### src/hdl/spq_pkg.sv
// Shared types and constants for the sorted priority queue.
package spq_pkg;

	localparam int VALUE_W    = 32;
	localparam int PRIO_W     = 8;
	localparam int OCC_W      = 5;
	localparam int CMDQ_DEPTH = 2;
	localparam int CMDQ_PTR_W = 1;
	localparam int CMDQ_CNT_W = 2;

	typedef enum logic [1:0] {
		OP_INSERT          = 2'd0,
		OP_REMOVE_FIRST    = 2'd1,
		OP_REMOVE_EXACT    = 2'd2,
		OP_REMOVE_AT_LEAST = 2'd3
	} op_t;

	typedef enum logic [1:0] {
		ST_OK      = 2'd0,
		ST_EMPTY   = 2'd1,
		ST_NOMATCH = 2'd2,
		ST_FULL    = 2'd3
	} status_t;

	typedef struct packed {
		op_t                       op;
		logic signed [VALUE_W-1:0] value;
		logic [PRIO_W-1:0]         key;
	} cmd_t;

endpackage

### src/hdl/spq_if.sv
// Request and response channel interfaces of the sorted priority queue.
interface spq_req_if;
	import spq_pkg::*;

	logic                      valid;
	logic                      ready;
	logic [1:0]                kind;
	logic signed [VALUE_W-1:0] value;
	logic [PRIO_W-1:0]         priority_req;

	modport source (output valid, output kind, output value, output priority_req, input ready);
	modport sink (input valid, input kind, input value, input priority_req, output ready);
endinterface

interface spq_rsp_if;
	import spq_pkg::*;

	logic                      valid;
	logic                      ready;
	logic [1:0]                status;
	logic signed [VALUE_W-1:0] removed_value;
	logic [PRIO_W-1:0]         removed_priority;
	logic [OCC_W-1:0]          occupancy;

	modport source (output valid, output status, output removed_value,
		output removed_priority, output occupancy, input ready);
	modport sink (input valid, input status, input removed_value,
		input removed_priority, input occupancy, output ready);
endinterface

### src/hdl/spq_front.sv
// Front end: accepts request transactions, decodes the operation and clamps insert priority.
module spq_front #(
	parameter int PRIORITY_LEVELS = 256
) (
	input  logic          clk,
	input  logic          arst_n,
	spq_req_if.sink       req,
	output logic          cmd_valid,
	output spq_pkg::cmd_t cmd,
	input  logic          cmd_ready
);
	import spq_pkg::*;

	localparam logic [PRIO_W:0]   LEVELS   = (PRIO_W+1)'(PRIORITY_LEVELS);
	localparam logic [PRIO_W-1:0] TOP_PRIO = PRIO_W'(PRIORITY_LEVELS - 1);

	logic              cmd_valid_q;
	cmd_t              cmd_q;
	cmd_t              cmd_d;
	logic              take;
	logic [PRIO_W:0]   prio_wide;

	assign req.ready = !cmd_valid_q || cmd_ready;
	assign take      = req.valid && req.ready;
	assign prio_wide = {1'b0, req.priority_req};

	always_comb begin
		cmd_d.op    = op_t'(req.kind);
		cmd_d.value = req.value;
		cmd_d.key   = req.priority_req;
		if (cmd_d.op == OP_INSERT && prio_wide >= LEVELS) begin
			cmd_d.key = TOP_PRIO;
		end
	end

	always_ff @(posedge clk or negedge arst_n) begin
		if (!arst_n) begin
			cmd_valid_q <= 1'b0;
		end else if (take) begin
			cmd_valid_q <= 1'b1;
		end else if (cmd_ready) begin
			cmd_valid_q <= 1'b0;
		end
	end

	always_ff @(posedge clk) begin
		if (take) begin
			cmd_q <= cmd_d;
		end
	end

	assign cmd_valid = cmd_valid_q;
	assign cmd       = cmd_q;
endmodule

### src/hdl/spq_cmdq.sv
// Short command queue between the front end and the sorted store.
module spq_cmdq (
	input  logic          clk,
	input  logic          arst_n,
	input  logic          in_valid,
	input  spq_pkg::cmd_t in_cmd,
	output logic          in_ready,
	output logic          out_valid,
	output spq_pkg::cmd_t out_cmd,
	input  logic          out_ready
);
	import spq_pkg::*;

	cmd_t                  slot_q [CMDQ_DEPTH];
	logic [CMDQ_PTR_W-1:0] wr_ptr_q;
	logic [CMDQ_PTR_W-1:0] rd_ptr_q;
	logic [CMDQ_CNT_W-1:0] cnt_q;
	logic                  push;
	logic                  pop;

	assign in_ready  = cnt_q != CMDQ_CNT_W'(CMDQ_DEPTH);
	assign out_valid = cnt_q != '0;
	assign push      = in_valid && in_ready;
	assign pop       = out_valid && out_ready;
	assign out_cmd   = slot_q[rd_ptr_q];

	always_ff @(posedge clk or negedge arst_n) begin
		if (!arst_n) begin
			wr_ptr_q <= '0;
			rd_ptr_q <= '0;
			cnt_q    <= '0;
		end else begin
			if (push) begin
				wr_ptr_q <= wr_ptr_q + CMDQ_PTR_W'(1);
			end
			if (pop) begin
				rd_ptr_q <= rd_ptr_q + CMDQ_PTR_W'(1);
			end
			if (push && !pop) begin
				cnt_q <= cnt_q + CMDQ_CNT_W'(1);
			end else if (pop && !push) begin
				cnt_q <= cnt_q - CMDQ_CNT_W'(1);
			end
		end
	end

	always_ff @(posedge clk) begin
		if (push) begin
			slot_q[wr_ptr_q] <= in_cmd;
		end
	end
endmodule

### src/hdl/spq_back.sv
// Back end: sorted register array, compare stage, shift stage and response register.
module spq_back #(
	parameter int QUEUE_DEPTH = 16
) (
	input  logic          clk,
	input  logic          arst_n,
	input  logic          cmd_valid,
	input  spq_pkg::cmd_t cmd,
	output logic          cmd_ready,
	spq_rsp_if.source     rsp
);
	import spq_pkg::*;

	localparam int CW = $clog2(QUEUE_DEPTH + 1);

	logic signed [VALUE_W-1:0] val_q [QUEUE_DEPTH];
	logic [PRIO_W-1:0]         pri_q [QUEUE_DEPTH];
	logic [CW-1:0]             count_q;

	logic                      valid_s1;
	cmd_t                      cmd_s1;
	logic [QUEUE_DEPTH-1:0]    keep_s1;
	logic [QUEUE_DEPTH-1:0]    keep_d;

	logic                      rsp_valid_q;
	status_t                   status_q;
	logic signed [VALUE_W-1:0] rval_q;
	logic [PRIO_W-1:0]         rpri_q;
	logic [OCC_W-1:0]          occ_q;

	logic                      take;
	logic                      fire;
	logic [QUEUE_DEPTH-1:0]    sel;
	logic                      found;
	logic signed [VALUE_W-1:0] hit_val;
	logic [PRIO_W-1:0]         hit_pri;
	status_t                   status_d;
	logic                      do_insert;
	logic                      do_remove;
	logic [CW-1:0]             count_d;
	logic [31:0]               occ_wide;

	assign cmd_ready = !valid_s1;
	assign take      = cmd_valid && cmd_ready;
	assign fire      = valid_s1 && (!rsp_valid_q || rsp.ready);

	// Compare every valid entry against the key: keep marks entries left in place.
	always_comb begin
		for (int i = 0; i < QUEUE_DEPTH; i++) begin
			keep_d[i] = 1'b0;
			if (CW'(i) < count_q) begin
				case (cmd.op)
					OP_INSERT:          keep_d[i] = pri_q[i] <= cmd.key;
					OP_REMOVE_FIRST:    keep_d[i] = 1'b0;
					OP_REMOVE_EXACT:    keep_d[i] = pri_q[i] < cmd.key;
					OP_REMOVE_AT_LEAST: keep_d[i] = pri_q[i] < cmd.key;
					default:            keep_d[i] = 1'b0;
				endcase
			end
		end
	end

	always_ff @(posedge clk or negedge arst_n) begin
		if (!arst_n) begin
			valid_s1 <= 1'b0;
		end else if (take) begin
			valid_s1 <= 1'b1;
		end else if (fire) begin
			valid_s1 <= 1'b0;
		end
	end

	always_ff @(posedge clk) begin
		if (take) begin
			cmd_s1  <= cmd;
			keep_s1 <= keep_d;
		end
	end

	// Pick the first valid entry that is not kept.
	always_comb begin
		hit_val = '0;
		hit_pri = '0;
		for (int i = 0; i < QUEUE_DEPTH; i++) begin
			sel[i] = (CW'(i) < count_q) && !keep_s1[i] && (i == 0 || keep_s1[(i == 0) ? 0 : i-1]);
			if (sel[i]) begin
				hit_val = hit_val | val_q[i];
				hit_pri = hit_pri | pri_q[i];
			end
		end
		found = |sel;
	end

	always_comb begin
		status_d = ST_OK;
		if (cmd_s1.op == OP_INSERT) begin
			if (count_q == CW'(QUEUE_DEPTH)) begin
				status_d = ST_FULL;
			end
		end else if (count_q == '0) begin
			status_d = ST_EMPTY;
		end else if (!found) begin
			status_d = ST_NOMATCH;
		end else if (cmd_s1.op == OP_REMOVE_EXACT && hit_pri != cmd_s1.key) begin
			status_d = ST_NOMATCH;
		end
		do_insert = fire && cmd_s1.op == OP_INSERT && status_d == ST_OK;
		do_remove = fire && cmd_s1.op != OP_INSERT && status_d == ST_OK;
		count_d   = count_q;
		if (do_insert) begin
			count_d = count_q + CW'(1);
		end else if (do_remove) begin
			count_d = count_q - CW'(1);
		end
		occ_wide = 32'(count_d);
	end

	// Shift the store open for an insert, or closed over a removed entry.
	always_ff @(posedge clk) begin
		for (int i = 0; i < QUEUE_DEPTH; i++) begin
			if (do_insert && !keep_s1[i]) begin
				if (i == 0 || keep_s1[(i == 0) ? 0 : i-1]) begin
					val_q[i] <= cmd_s1.value;
					pri_q[i] <= cmd_s1.key;
				end else begin
					val_q[i] <= val_q[(i == 0) ? 0 : i-1];
					pri_q[i] <= pri_q[(i == 0) ? 0 : i-1];
				end
			end else if (do_remove && !keep_s1[i] && i < QUEUE_DEPTH - 1) begin
				val_q[i] <= val_q[(i < QUEUE_DEPTH - 1) ? i+1 : i];
				pri_q[i] <= pri_q[(i < QUEUE_DEPTH - 1) ? i+1 : i];
			end
		end
	end

	always_ff @(posedge clk or negedge arst_n) begin
		if (!arst_n) begin
			count_q     <= '0;
			rsp_valid_q <= 1'b0;
		end else begin
			count_q <= count_d;
			if (fire) begin
				rsp_valid_q <= 1'b1;
			end else if (rsp.ready) begin
				rsp_valid_q <= 1'b0;
			end
		end
	end

	always_ff @(posedge clk) begin
		if (fire) begin
			status_q <= status_d;
			occ_q    <= occ_wide[OCC_W-1:0];
			if (do_remove) begin
				rval_q <= hit_val;
				rpri_q <= hit_pri;
			end else begin
				rval_q <= '0;
				rpri_q <= '0;
			end
		end
	end

	assign rsp.valid            = rsp_valid_q;
	assign rsp.status           = status_q;
	assign rsp.removed_value    = rval_q;
	assign rsp.removed_priority = rpri_q;
	assign rsp.occupancy        = occ_q;
endmodule

### src/hdl/sorted_priority_queue.sv
// Top level of the sorted priority queue.
// Holds up to QUEUE_DEPTH entries in a register array kept sorted by ascending
// priority, oldest first among equal priorities. Each request transaction is one
// operation (insert, remove first, remove exact priority, remove priority at
// least) and yields exactly one response transaction with status and occupancy.
// A request passes through the decode register and then the command queue;
// while it is at the head of the queue all valid entries are compared against
// its key, and the compare result is registered with the command. The array is
// then shifted and the response register loaded. The back end takes no new
// operation until the previous one has shifted the array, since the
// compare-then-shift loop works on the single sorted array. Insert priorities
// at or above PRIORITY_LEVELS are clamped to PRIORITY_LEVELS-1.
module sorted_priority_queue #(
	parameter int QUEUE_DEPTH     = 16,
	parameter int PRIORITY_LEVELS = 256
) (
	input  logic      clk,
	input  logic      arst_n,
	spq_req_if.sink   req,
	spq_rsp_if.source rsp
);
	import spq_pkg::*;

	logic front_valid;
	cmd_t front_cmd;
	logic front_ready;
	logic back_valid;
	cmd_t back_cmd;
	logic back_ready;

	spq_front #(
		.PRIORITY_LEVELS(PRIORITY_LEVELS)
	) u_front (
		.clk      (clk),
		.arst_n   (arst_n),
		.req      (req),
		.cmd_valid(front_valid),
		.cmd      (front_cmd),
		.cmd_ready(front_ready)
	);

	spq_cmdq u_cmdq (
		.clk      (clk),
		.arst_n   (arst_n),
		.in_valid (front_valid),
		.in_cmd   (front_cmd),
		.in_ready (front_ready),
		.out_valid(back_valid),
		.out_cmd  (back_cmd),
		.out_ready(back_ready)
	);

	spq_back #(
		.QUEUE_DEPTH(QUEUE_DEPTH)
	) u_back (
		.clk      (clk),
		.arst_n   (arst_n),
		.cmd_valid(back_valid),
		.cmd      (back_cmd),
		.cmd_ready(back_ready),
		.rsp      (rsp)
	);

	localparam logic [31:0] DEPTH_W = 32'(QUEUE_DEPTH);

	a_full_occ: assert property (@(posedge clk) disable iff (!arst_n)
		rsp.valid && rsp.status == ST_FULL |-> rsp.occupancy == DEPTH_W[OCC_W-1:0])
		else $error("full response without full occupancy");

	a_empty_occ: assert property (@(posedge clk) disable iff (!arst_n)
		rsp.valid && rsp.status == ST_EMPTY |-> rsp.occupancy == '0)
		else $error("empty response with nonzero occupancy");

	a_fail_zero: assert property (@(posedge clk) disable iff (!arst_n)
		rsp.valid && rsp.status != ST_OK |-> rsp.removed_value == '0 && rsp.removed_priority == '0)
		else $error("failed operation returned data");
endmodule
### src/flat_wrapper.sv
// flat-port wrapper written by rule: the top's interface ports become plain ports
module sorted_priority_queue_flat import spq_pkg::*;
#(
	parameter int QUEUE_DEPTH     = 16,
	parameter int PRIORITY_LEVELS = 256
)
  (clk, arst_n, req_valid, req_kind, req_value, req_priority_req, req_ready, rsp_valid, rsp_status, rsp_removed_value, rsp_removed_priority, rsp_occupancy, rsp_ready);
  spq_req_if req_i ();
  spq_rsp_if rsp_i ();
  input  logic clk;
  input  logic arst_n;
  input wire logic [$bits(req_i.valid)-1:0] req_valid;
  input wire logic [$bits(req_i.kind)-1:0] req_kind;
  input wire logic [$bits(req_i.value)-1:0] req_value;
  input wire logic [$bits(req_i.priority_req)-1:0] req_priority_req;
  output wire logic [$bits(req_i.ready)-1:0] req_ready;
  output wire logic [$bits(rsp_i.valid)-1:0] rsp_valid;
  output wire logic [$bits(rsp_i.status)-1:0] rsp_status;
  output wire logic [$bits(rsp_i.removed_value)-1:0] rsp_removed_value;
  output wire logic [$bits(rsp_i.removed_priority)-1:0] rsp_removed_priority;
  output wire logic [$bits(rsp_i.occupancy)-1:0] rsp_occupancy;
  input wire logic [$bits(rsp_i.ready)-1:0] rsp_ready;
  assign req_i.valid = req_valid;
  assign req_i.kind = req_kind;
  assign req_i.value = req_value;
  assign req_i.priority_req = req_priority_req;
  assign req_ready = req_i.ready;
  assign rsp_valid = rsp_i.valid;
  assign rsp_status = rsp_i.status;
  assign rsp_removed_value = rsp_i.removed_value;
  assign rsp_removed_priority = rsp_i.removed_priority;
  assign rsp_occupancy = rsp_i.occupancy;
  assign rsp_i.ready = rsp_ready;
  sorted_priority_queue #(.QUEUE_DEPTH(QUEUE_DEPTH), .PRIORITY_LEVELS(PRIORITY_LEVELS)) u_core (.clk(clk), .arst_n(arst_n), .req(req_i), .rsp(rsp_i));
endmodule
### config.mk
export PLATFORM = sky130hd
export DESIGN_NAME = sorted_priority_queue_flat
export DESIGN_NICKNAME = d
export VERILOG_FILES = /design/src/hdl/spq_pkg.sv /design/src/hdl/spq_if.sv /design/src/hdl/spq_front.sv /design/src/hdl/spq_cmdq.sv /design/src/hdl/spq_back.sv /design/src/hdl/sorted_priority_queue.sv /design/src/flat_wrapper.sv
export SDC_FILE = /design/constraint.sdc
export NUM_CORES = 2
export LEC_CHECK = 0
export BUFFER_PORTS_ARGS = -buffer_cell sky130_fd_sc_hd__buf_2
export CORE_ASPECT_RATIO = 1.25
export CORE_MARGIN = 2
export CORE_UTILIZATION = 65
export CTS_CLUSTER_DIAMETER = 50
export DETAILED_ROUTE_END_ITERATION = 16
export PLACE_DENSITY = 0.82
export SYNTH_ARGS = -nofsm -noshare
export SYNTH_HDL_FRONTEND = slang
export SYNTH_HIERARCHICAL = 1
export SYNTH_SLANG_ARGS = --single-unit
### constraint.sdc
create_clock -name clk -period 8.3 [get_ports clk]
set_input_delay 1.245 -clock clk [delete_from_list [all_inputs] [get_ports clk]]
set_output_delay 1.245 -clock clk [all_outputs]
set_load 0.02 [all_outputs]
==> flow_summary.yaml <==
cts:
  tritoncts.num_buffers: 93
  h-tree-depth: 3
  clock_tree_from_tritoncts: "built"
  cts_hold_repair.buffers: 0
  clk_latency_ns: 0.70
  cts.sinks: 883
  cts_setup_buffers: 0
  post_cts.resized_instances: 0
  clock-root-buffer: "sky130_fd_sc_hd__clkbuf_16"
  cts.path.max_buffers: 3
  clk_transition_reported_paths_ns: 0.06
drt:
  dr.pass1.iters: 9
  wl_met3_um: 29040
  detail_route.wl_per_cell_um: 34.80
  met2_length_um: 73280
  routed_via_density: 7.782
  wirelength_um: 173000
  final_antenna_net_count: 0
  drt_iter0_drc: 7699
  detailed_route_drc_error_count: 0
  vias: 38690
  met1_length_um: 54160
  top_layer_used: "met5"
yosys:
  synth_sequential_area_ratio_pct: 53.64
  synth_unique_cells: 70
  synthesis.area_per_instance_um2: 12.40
  yosysWarningCount: 6
  syn-cell-area_mm2: 0.04932
  synth_fa_ha_area_share_pct: 3.374
  ys_async_sr_fraction_pct: 1.359
  synth_cells: 3977
  fraction_of_the_mapped_netlist_area_in_simple_logic_gates_pct: 7.370
  post_synth_mux_area_share_pct: 17.83
  synth_net_count: 4156
  ys_seq_elements: 883
  postSynth.topFlopCell: "sky130_fd_sc_hd__edfxtp_1"
  share_of_the_synthesized_area_in_compound_gates_ao_oa_aoi_oai_pct: 12.99
  synth_top_family_by_area: "multiplexers"
  synth-edff-count: 871
  synth-xor-area-share_pct: 0.1954
floorplanning:
  initial_standard_cell_utilization_of_the_core_pct: 65.90
  boundaryPins: 95
  fp.dieH_um: 312.0
  die_area_mm2: 0.07811
  die_x_um: 250.4
  placement_rows: 112
  design.core.area_mm2: 0.07483
cells_and_area:
  drive_above_1_share_pct: 26.69
  nets: 4094
  n_fill_cell: 5013
  most_common_cell_after_layout_fill_and_taps_aside: "sky130_fd_sc_hd__edfxtp_1"
  most-common-layout-cells: "sky130_fd_sc_hd__edfxtp_1, sky130_fd_sc_hd__o21ai_0, sky130_fd_sc_hd__nand2_1"
  share_of_the_core_filled_with_cells_in_the_final_layout_pct: 71.30
  layout-area-overhead-vs-synth_pct: 8.190
sta:
  relSlewSlack_pct: 13.30
  timing_max_transition_violations_final: 0
  max_freq_ghz: 0.1488
  max_slew.worst_pin.slew_ns: 1.301
  timing.clock.skew_ns: 0.03167
  rsz0062_at_grt: "no"
  hold_viol: 0
  postLayoutSetupSlackWorst_ns: 1.582
  period_needed_ns: 6.718
  setup-violations-final: 0
  total_negative_slack_ns: 0
  post-route-period-util_pct: 80.94
worst_setup_path:
  cp-end-kind: "register"
  rr_worst_depth: 14
  worst_ep_required_time_ns: 8.73
  worst_r2r_startpoint: "u_core/u_back/count_q[1]"
  r2r_slack_ns: 1.58
  crit_path_start: "u_core/u_back/count_q[1]"
  worst-path-max-fanout: 27
  worst-setup-path-type: "register to register"
  worst_ep_arrival_time_ns: 7.15
  setup.worst_path.start_class: "register"
  endpoint_of_the_most_critical_register_to_register_path: "u_core/u_back/val_q[0][238]"
power:
  static-leakage-power_nw: 19.40
  p_int_w: 0.01506
  p_per_area_mw_per_mm2: 487.5
  swShare_pct: 42.12
  share_clk_of_total_power_pct: 17.1
  power.switching_w: 0.01096
  part_of_the_power_in_registers_pct: 36.8
  worst_ir_drop_vdd_mv: 0.3669
  combPwrFrac_pct: 46.0
flow_run:
  drv_cap: 0
place:
  place_hpwl_um: 98710
  place.port_buffers: 94
  pre_cts_slack_ns: 2.068
  gpl.final_weighted_congestion: 1.054
min_path:
  worstHoldEndpoint: "u_core/u_cmdq/slot_q[1][10]"
  hold_path_class: "register to register"
  timing.hold.worst_path_depth: 0
  holdCritStartpoint: "u_core/u_front/cmd[10]"
global_route:
  first_global_vias: 37570
  global_route_wire_length_before_repair_um: 247700
  grt_antenna_before_repair: 8
  largest_net_degree_at_the_start_of_global_routing: 81
  groute.usage.overall_pct: 43.63
  grt_overflow: 0
status:
  run_status: "finished, final reports clean"
critical path: stages, from the launching register on:
cell and delay [ns]:
sky130_fd_sc_hd__dfrtp_1 0.67, sky130_fd_sc_hd__inv_1 0.17, sky130_fd_sc_hd__ha_1 0.22, sky130_fd_sc_hd__o21bai_1 0.20, sky130_fd_sc_hd__a21oi_4 0.93, sky130_fd_sc_hd__buf_4 0.55
sky130_fd_sc_hd__a22oi_1 0.11, sky130_fd_sc_hd__and4_1 0.27, sky130_fd_sc_hd__a21oi_1 0.14, sky130_fd_sc_hd__and4b_1 0.24, sky130_fd_sc_hd__and4_4 0.23, sky130_fd_sc_hd__a21oi_2 0.78
sky130_fd_sc_hd__or4_2 1.03, sky130_fd_sc_hd__buf_4 0.47, sky130_fd_sc_hd__mux2_2 0.38
per-stage QoR:
step	total power, W	cells	hold WS (ns)	instance area, um2
6_report	0.02601	4972	0.4442	53360
5_1_grt	0.02657	4964	0.4544	53340
4_1_cts	0.02517	4963	0.4440	53330
3_5_place_dp	0.02068	4789	0.4340	50130
3_3_place_gp	0.02027	4789	0.4226	50120
2_1_floorplan	0.01677	3977	0.4215	49320
layout make-up:
| class | count | area (um2) | area share [%] |
|---|---|---|---|
| clock buffer | 104 | 2390 | 4.479 |
| clock inverter | 70 | 813.3 | 1.524 |
| timing repair buffer | 172 | 1056 | 1.979 |
| inverter | 122 | 457.9 | 0.8583 |
| multi-input combinational | 2643 | 20950 | 39.26 |
| sequential | 883 | 26460 | 49.59 |
| tap | 969 | 1212 | 2.272 |
| antenna | 9 | 22.52 | 0.04221 |
cell families (layout without fill, tap and decap cells):
kind of cell               after synthesis  in the layout
AOI/OAI and AO/OA                     1007           1007
DFF                                    883            883
and+or+nand+nor                        797            797
muxes                                  695            695
buffers and inverters                  451            468
adders and majority gates              133            133
xor gates and xnor gates                11             11
other                                    0              9
synth_stat cells (3+ instances only):
cell / instances / area (um2)
sky130_fd_sc_hd__nor3b_1: 8 / 60.06
sky130_fd_sc_hd__o21a_1: 14 / 105.1
sky130_fd_sc_hd__and4_1: 8 / 70.07
sky130_fd_sc_hd__dfrtp_1: 12 / 300.3
sky130_fd_sc_hd__and3_1: 7 / 43.79
sky130_fd_sc_hd__a21boi_0: 7 / 52.55
sky130_fd_sc_hd__nor2_1: 81 / 304.0
sky130_fd_sc_hd__and2_1: 3 / 18.77
sky130_fd_sc_hd__a31oi_1: 31 / 193.9
sky130_fd_sc_hd__or4_4: 6 / 67.56
sky130_fd_sc_hd__or3_1: 9 / 56.30
sky130_fd_sc_hd__o2111ai_1: 4 / 35.03
sky130_fd_sc_hd__nand2b_1: 25 / 156.4
sky130_fd_sc_hd__nor4bb_1: 4 / 40.04
sky130_fd_sc_hd__inv_1: 121 / 454.2
sky130_fd_sc_hd__a22oi_1: 86 / 645.6
sky130_fd_sc_hd__mux2_2: 393 / 4425
sky130_fd_sc_hd__nand2_1: 483 / 1813
sky130_fd_sc_hd__xnor2_1: 9 / 78.83
sky130_fd_sc_hd__nor4_1: 4 / 25.02
sky130_fd_sc_hd__buf_1: 8 / 30.03
sky130_fd_sc_hd__a21o_1: 23 / 172.7
sky130_fd_sc_hd__nand4b_1: 3 / 26.28
sky130_fd_sc_hd__o31a_1: 4 / 35.03
sky130_fd_sc_hd__nor3_1: 25 / 125.1
sky130_fd_sc_hd__a221oi_1: 98 / 858.3
sky130_fd_sc_hd__ha_1: 133 / 1664
sky130_fd_sc_hd__nor2b_1: 20 / 125.1
sky130_fd_sc_hd__buf_6: 9 / 101.4
sky130_fd_sc_hd__nand4_1: 29 / 181.4
sky130_fd_sc_hd__mux2i_1: 33 / 330.3
sky130_fd_sc_hd__o21ai_0: 508 / 2542
sky130_fd_sc_hd__a22o_1: 65 / 569.3
sky130_fd_sc_hd__buf_2: 35 / 175.2
sky130_fd_sc_hd__a211oi_1: 12 / 90.09
sky130_fd_sc_hd__buf_12: 28 / 560.5
sky130_fd_sc_hd__a21oi_1: 87 / 435.4
sky130_fd_sc_hd__clkbuf_1: 248 / 930.9
sky130_fd_sc_hd__or4_1: 16 / 120.1
sky130_fd_sc_hd__mux2_4: 269 / 4039
sky130_fd_sc_hd__edfxtp_1: 871 / 26160
sky130_fd_sc_hd__a222oi_1: 51 / 510.5
sky130_fd_sc_hd__nand3_1: 51 / 255.2
state kept, by name (all words and copies together), names as in the netlist, 5 cells and up:
register,cells
u_core/u_back/val_q,512
u_core/u_back/pri_q,128
u_core/u_cmdq/slot_q,84
u_core/u_back/cmd_s1,42
u_core/u_front/cmd,42
u_core/u_back/rsp.removed_value,32
u_core/u_back/keep_s1,16
u_core/u_back/rsp.removed_priority,8
u_core/u_back/count_q,5
u_core/u_back/rsp.occupancy,5
power by group through the flow:
stage | logic, W | registers, W | clock network [W]
2_1_floorplan | 0.00795 | 0.00882 | 0
3_3_place_gp | 0.0109 | 0.00942 | 0
3_5_place_dp | 0.0112 | 0.00946 | 0
4_1_cts | 0.0113 | 0.00940 | 0.00445
5_1_grt | 0.0123 | 0.00963 | 0.00462
6_report | 0.0120 | 0.00958 | 0.00446
routing by layer:
layer  vias up  GRT usage (%)
li1      15090              -
met1     18120          52.91
met2      4180          64.41
met3      1287          16.07
met4         6          31.46
met5         -         0.3647
how the worst max path moves through the flow:
| stage | end | slack, ns |
|---|---|---|
| floorplan | u_core/u_back/pri_q[0][0] | 2.38 |
| global placement | u_core/u_back/val_q[0][235] | 2.15 |
| detailed placement | u_core/u_back/val_q[0][234] | 2.07 |
| CTS | u_core/u_back/val_q[0][238] | 2.06 |
| global route | u_core/u_back/rsp.removed_priority[3] | 1.75 |
| finish | u_core/u_back/val_q[0][238] | 1.58 |
Power figures use the tool's default switching activity.
